==> config.mk <==
export PLATFORM = sky130hd
export DESIGN_NAME = hbm_word_unit
export DESIGN_NICKNAME = d
export VERILOG_FILES = /design/src/rtl/core/hierarchical_bitmap_set_clear_find_top_defines.svh /design/src/rtl/core/hbm_pkg.sv /design/src/rtl/core/hbm_word_unit.sv
export SDC_FILE = /design/constraint.sdc
export NUM_CORES = 1
export LEC_CHECK = 0
export BUFFER_PORTS_ARGS = -buffer_cell sky130_fd_sc_hd__buf_4
export CORE_MARGIN = 3
export CORE_UTILIZATION = 45
export DETAILED_ROUTE_END_ITERATION = 10
export PLACE_DENSITY = 0.82
export SLEW_MARGIN = 10
export SYNTH_ARGS = -nofsm -noshare
export SYNTH_HDL_FRONTEND = slang
export SYNTH_SLANG_ARGS = --single-unit
export TNS_END_PERCENT = 100
==> constraint.sdc <==
create_clock -name vclk -period 4.7
set_clock_uncertainty 0.1 [all_clocks]
set_input_delay 0.235 -clock vclk [all_inputs]
set_output_delay 0.235 -clock vclk [all_outputs]
set_load 0.05 [all_outputs]
==> src/rtl/core/hierarchical_bitmap_set_clear_find_top_defines.svh <==
// ----------------------------------------------------------------------------
// Hierarchical bitmap assertion macros
// Concurrent assertion wrappers; empty when SYNTH is defined.
// ----------------------------------------------------------------------------
`ifndef HIERARCHICAL_BITMAP_SET_CLEAR_FIND_TOP_DEFINES_SVH
`define HIERARCHICAL_BITMAP_SET_CLEAR_FIND_TOP_DEFINES_SVH

`ifndef SYNTH
// check on every clock edge outside reset
`define HBM_ASSERT(lbl, prop, msg) \
	lbl: assert property (@(posedge clk) disable iff (!arst_n) prop) else $error(msg);
// check on every clock edge, also during reset
`define HBM_ASSERT_ALWAYS(lbl, prop, msg) \
	lbl: assert property (@(posedge clk) prop) else $error(msg);
`else
`define HBM_ASSERT(lbl, prop, msg)
`define HBM_ASSERT_ALWAYS(lbl, prop, msg)
`endif

`endif

==> src/rtl/core/hbm_pkg.sv <==
// ----------------------------------------------------------------------------
// Hierarchical bitmap package
// Widths, field layout and beat types shared by the bitmap block.
// ----------------------------------------------------------------------------
`default_nettype none

package hbm_pkg;

	localparam int WORD_BITS  = 32;
	localparam int POS_W      = 5;
	localparam int IDX_W      = 15;
	localparam int LEAF_COUNT = 1024;
	localparam int LEAF_AW    = 10;
	localparam int MID_COUNT  = 32;
	localparam int MID_LSB    = 10;   // bit_index[14:10] picks the middle word
	localparam int LEAF_LSB   = 5;    // bit_index[14:5] picks the leaf word
	localparam int CFG_W      = 16;
	localparam logic [CFG_W-1:0] NUM_BITS_RESET = 16'd32768;

	typedef logic [WORD_BITS-1:0] word_t;
	typedef logic [POS_W-1:0]     pos_t;
	typedef logic [IDX_W-1:0]     idx_t;

	typedef enum logic [1:0] {
		FUNC_SET   = 2'd0,
		FUNC_CLEAR = 2'd1,
		FUNC_TEST  = 2'd2,
		FUNC_FIND  = 2'd3
	} func_t;

	typedef struct packed {
		func_t func;
		idx_t  bit_index;
	} req_t;

	typedef struct packed {
		logic bit_value;
		logic found;
		idx_t found_index;
		logic index_error;
	} rsp_t;

	// word unit control and result
	typedef struct packed {
		logic clr;
		pos_t pos;
	} wu_ctl_t;

	typedef struct packed {
		word_t new_word;
		logic  climb;
		logic  nonzero;
		pos_t  lowest;
	} wu_res_t;

endpackage

`default_nettype wire

==> src/rtl/core/hbm_word_unit.sv <==
// ----------------------------------------------------------------------------
// Hierarchical bitmap word unit
// Shared per-word logic: set or clear one bit, detect the empty/nonempty
// transition, and find the lowest set bit.
// ----------------------------------------------------------------------------
`default_nettype none

module hbm_word_unit (
	input  hbm_pkg::word_t   old_word,
	input  hbm_pkg::wu_ctl_t ctl,
	output hbm_pkg::wu_res_t res
);
	import hbm_pkg::*;

	word_t mask;

	// bit update, transition detect and lowest set bit
	always_comb begin
		mask         = word_t'(1) << ctl.pos;
		res.new_word = ctl.clr ? (old_word & ~mask) : (old_word | mask);
		res.nonzero  = (old_word != '0);
		res.climb    = ctl.clr ? ((old_word != '0) && (res.new_word == '0))
		                       : ((old_word == '0) && (res.new_word != '0));
		// priority from the top down so bit 0 wins
		res.lowest = pos_t'(WORD_BITS - 1);
		for (int i = WORD_BITS - 1; i >= 0; i--) begin
			if (old_word[i]) begin
				res.lowest = pos_t'(i);
			end
		end
	end

endmodule

`default_nettype wire

-- After elaboration in Yosys (flattened, before gate mapping)
Cells that the tools add are included.
- bits of input ports: 38
- bits in registers: 0
- word-level logic and storage cells: 43
- output and inout port bits: 39
- reductions and logical operators: 6
- mux-type cells: 33
- shift operators: 1
- bitwise gates (word level): 3
- operators with widths (operator ; number):
    $mux W5 ; 30
    $logic_not A32 Y1 ; 2
    $reduce_bool A32 Y1 ; 2
    $and A32 B32 Y32 ; 1
    $mux W32 ; 1
    $not A32 Y32 ; 1
    $or A32 B32 Y32 ; 1
    $shl A1 B5 Y32 const A ; 1
    $logic_and A1 B1 Y1 ; 2
    $mux W1 ; 2

-- Longest topological paths before layout
- depth in word-level cells: 31
- depth in mapped cells: 8

-- Worst setup path after synthesis
Ideal clock, no wire load.
- path kind: input to output
- from: input port old_word[24]
- to: output port res[6] (netlist bit)
- data arrival time: 2.303 ns
- slack: 2.062 ns
- stages: 4
- required time: 4.365 ns
- path through: or4_1 nor4b_1 or4b_1 o22ai_2
- RTL lines (element ; RTL line ; RTL):
    start, declared ; hbm_word_unit.sv:9 ; input hbm_pkg::word_t old_word,
    end, declared ; hbm_word_unit.sv:11 ; output hbm_pkg::wu_res_t res

==> flow_results.org <==
** Setup path
- Type of origin of the critical path :: input port
- Of all nets on the critical path, the largest fanout is 16.
- The signal on the critical path passes through buf_4 -> nor2_1 -> a21oi_1 -> o32ai_1 -> o2111ai_1 -> or4_1 -> o22ai_2 -> buf_4.
- Critical path arrival :: 2.54 ns
- The most critical setup path has its startpoint at ctl[2].
- For this run, the slowest stage of the critical path takes 0.73 ns.
- For the worst setup path, the data required time is 4.37 ns.
- Among all stages on the critical path, the largest delay is contributed by nor2_1.
- Most frequent cell on the critical path :: buf_4
- Nature of the critical path endpoint :: output port
- Critical path destination :: res[6]
- The critical path in this run is classified as in2out.

** Clock tree
- Hold repair after CTS inserted 0 buffers.
- The number of setup buffers added after CTS is 0.
- In this run, post-CTS repair resized a total of 0 instances.

** Route
- DR pass1 iterations :: 5
- DRT Wirelength :: 5.10 mm
- Vias :: 1984
- Number of DRC markers in iteration 0 :: 214
- Drt via density :: 6.38
- For this run, design rule violations remaining after detail routing come to 0.
- The count of nets left with antenna violations once routing finished came out at 0.
- Post-DR wirelength/cell :: 16.4 um

** Timing
- Hold WS :: 0.749 ns
- Number of failing setup endpoints in the final timing report :: 0
- Final count of pins violating max slew :: 0
- Maximum achievable frequency :: 348 MHz
- Counting I/O delays and the setup requirement, the final critical path takes 2.88 ns.
- In this run the tightest slew margin relative to its limit is 0.374.
- Setup repair after global routing left no endpoint under its margin.
- Measured slew at the worst slew-check pin :: 0.935 ns
- Of the available clock period, the critical path in the final layout requires 0.612.
- Number of failing hold endpoints at the final stage :: 0
- Setup total negative slack on the finished layout was measured at 0 ns.

** Final layout
- Filler-free cell count of the finished design :: 311
- Sequential cell count of the final layout :: 0
- Once layout is done, the placed cells without fillers occupy 1840 sq um.
- From synthesis to final layout, the design area changed by 41.7%.
- Share of layout cells above drive strength 1 :: 0.299
- Total inserted antenna cells :: 0
- Storage element area :: 0 sq um
- Number of nets at the end of the flow :: 321
- Final core utilization :: 0.705
- Count of clock buffers in the final design :: 0

** Run status
- Status :: completed

** Floorplanning
- Total I/O pin count :: 77
- FP Rows :: 18
- Core Area :: 2610 sq um
- For this configuration, the core starts out at a cell density of 0.497.
- From bottom edge to top edge, the die measures 59.7 um.
- The die covers 3570 sq um.
- Die boundary width :: 59.7 um

** Yosys
- Cell type with the largest total area after synthesis :: a21oi_1
- Of the synthesized area, sequential elements account for 0.
- Synthesized netlist net count :: 260
- By area the synthesized netlist is led by a21oi_1 (12%), a31oi_1 (7.7%), nand2_1 (5.8%), o21ai_0 (5.8%), nor2_1 (5.5%).
- Average size of a mapped cell :: 5.85 sq um
- After synthesis, the netlist uses 47 different library cells.
- Gate Count Post-Synth :: 222
- During synthesis, Yosys emitted a total of 0 warnings.
- Area share of the leading cell type in the synthesized netlist :: 0.119
- Post-Synthesis Cell Area :: 1300 sq um

** GRT
- For this run the aggregate overflow at the end of global routing stands at 0.
- The via count of the first global-routing pass was 1605.
- Entering global routing, the biggest net connects 42 pins.
- The first global-routing pass estimated 7.86 mm of wire.
- Global routing usage summed across all routing layers :: 0.275
- Initial antenna violation count :: 0

** Placed design
- The congestion estimate from routability-driven global placement came to 0.895.
- In this run, placement finished with an instance count of 311.
- DP Area :: 1840 sq um
- Post-DP HPWL :: 3.96 mm
- Buffers placed on the I/O ports in this run total 77.

** Hold path
- Worst hold-check path type :: in2out

** Run
- The tool flagged a number of max-cap violations equal to 0.

** Power
- IR analysis of the VDD net gives a maximum drop of 104 uV.
- Summed over all cells, the static leakage comes to 0.750 nW.
- For this design the ratio of total power to cell area is 119 nW/um^2.
[worst min path at each step]
stage                 from     end  depth (start not counted)
6_report       old_word[0]  res[0]                          3
5_1_grt        old_word[0]  res[0]                          3
4_1_cts        old_word[0]  res[0]                          3
3_5_place_dp   old_word[0]  res[0]                          3
3_3_place_gp   old_word[0]  res[0]                          3
2_1_floorplan  old_word[1]  res[1]                          3
[routing by layer]
metal / global-route usage / share of wire / vias up
met5: 0 / 0 / -
met4: 0.0222 / 0.0059 / 0
met3: 0.0151 / 0.088 / 2
met2: 0.438 / 0.45 / 118
met1: 0.420 / 0.45 / 880
li1: - / - / 984
[stage by stage]
stage	setup slack (ns)	power (W)
floorplan	2.06	0.000136
global placement	1.91	0.000217
detailed placement	1.88	0.000217
CTS	1.86	0.000217
global route	1.65	0.000233
finish	1.82	0.000220
[synthesized netlist by cell type (all sizes together), types with 3 or more instances]
library cell,n
nand3,3
or4,4
o32ai,6
a31oi,16
buf,6
inv,8
and3b,4
a21boi,4
nand2b,5
o21ai,17
nor4,8
nor3,10
a21oi,32
mux2,3
o31ai,7
o21bai,4
nor2,19
clkbuf,12
nand2,20
or3b,3
[area by class of cell]
class	instances	area, sq um
Multi-Input combinational cell	196	1190
Fill cell	255	772
Timing Repair Buffer	77	578
Tap cell	30	37.5
Inverter	8	30.0
[cell families (layout without fill, tap and decap cells)]
| kind of cell | Yosys count | after routing | synth area share |
|---|---|---|---|
| xor+xnor | 1 | 1 | 0.00674 |
| compound gates | 98 | 98 | 0.476 |
| mux | 5 | 5 | 0.0414 |
| buf+inv | 26 | 85 | 0.0800 |
| simple gates | 92 | 92 | 0.396 |
[placed cells by master, fill, tap and decap left out, types with 2 or more instances in the layout]
| cell | instances |
|---|---|
| a211oi_1 | 2 |
| a21boi_0 | 2 |
| a21boi_1 | 2 |
| a21oi_1 | 31 |
| a31oi_1 | 16 |
| and2_1 | 2 |
| and3b_1 | 4 |
| and4_1 | 2 |
| buf_4 | 77 |
| inv_1 | 8 |
| mux2_2 | 3 |
| mux2i_1 | 2 |
| nand2_1 | 20 |
| nand2b_1 | 5 |
| nand3_1 | 3 |
| nand4b_1 | 2 |
| nor2_1 | 19 |
| nor2b_1 | 2 |
| nor3_1 | 10 |
| nor4_1 | 8 |
| o2111ai_1 | 2 |
| o21ai_0 | 15 |
| o21ai_1 | 2 |
| o21bai_1 | 4 |
| o221ai_1 | 2 |
| o31ai_1 | 7 |
| o32ai_1 | 6 |
| or3b_1 | 3 |
| or4_1 | 4 |
[worst max-delay path, delay by kind of cell]
family	cells	cell delay, ns
and+or+nand+nor	2	1.28
buffers and inverters	2	0.38
AOI/OAI and AO/OA	4	0.63
[report_power, final]
| group | internal (W) | switching [W] |
|---|---|---|
| clock | 0 | 0 |
| sequential | 0 | 0 |
| combinational | 0.0000730 | 0.000147 |
(Power assumes the default switching activity.)
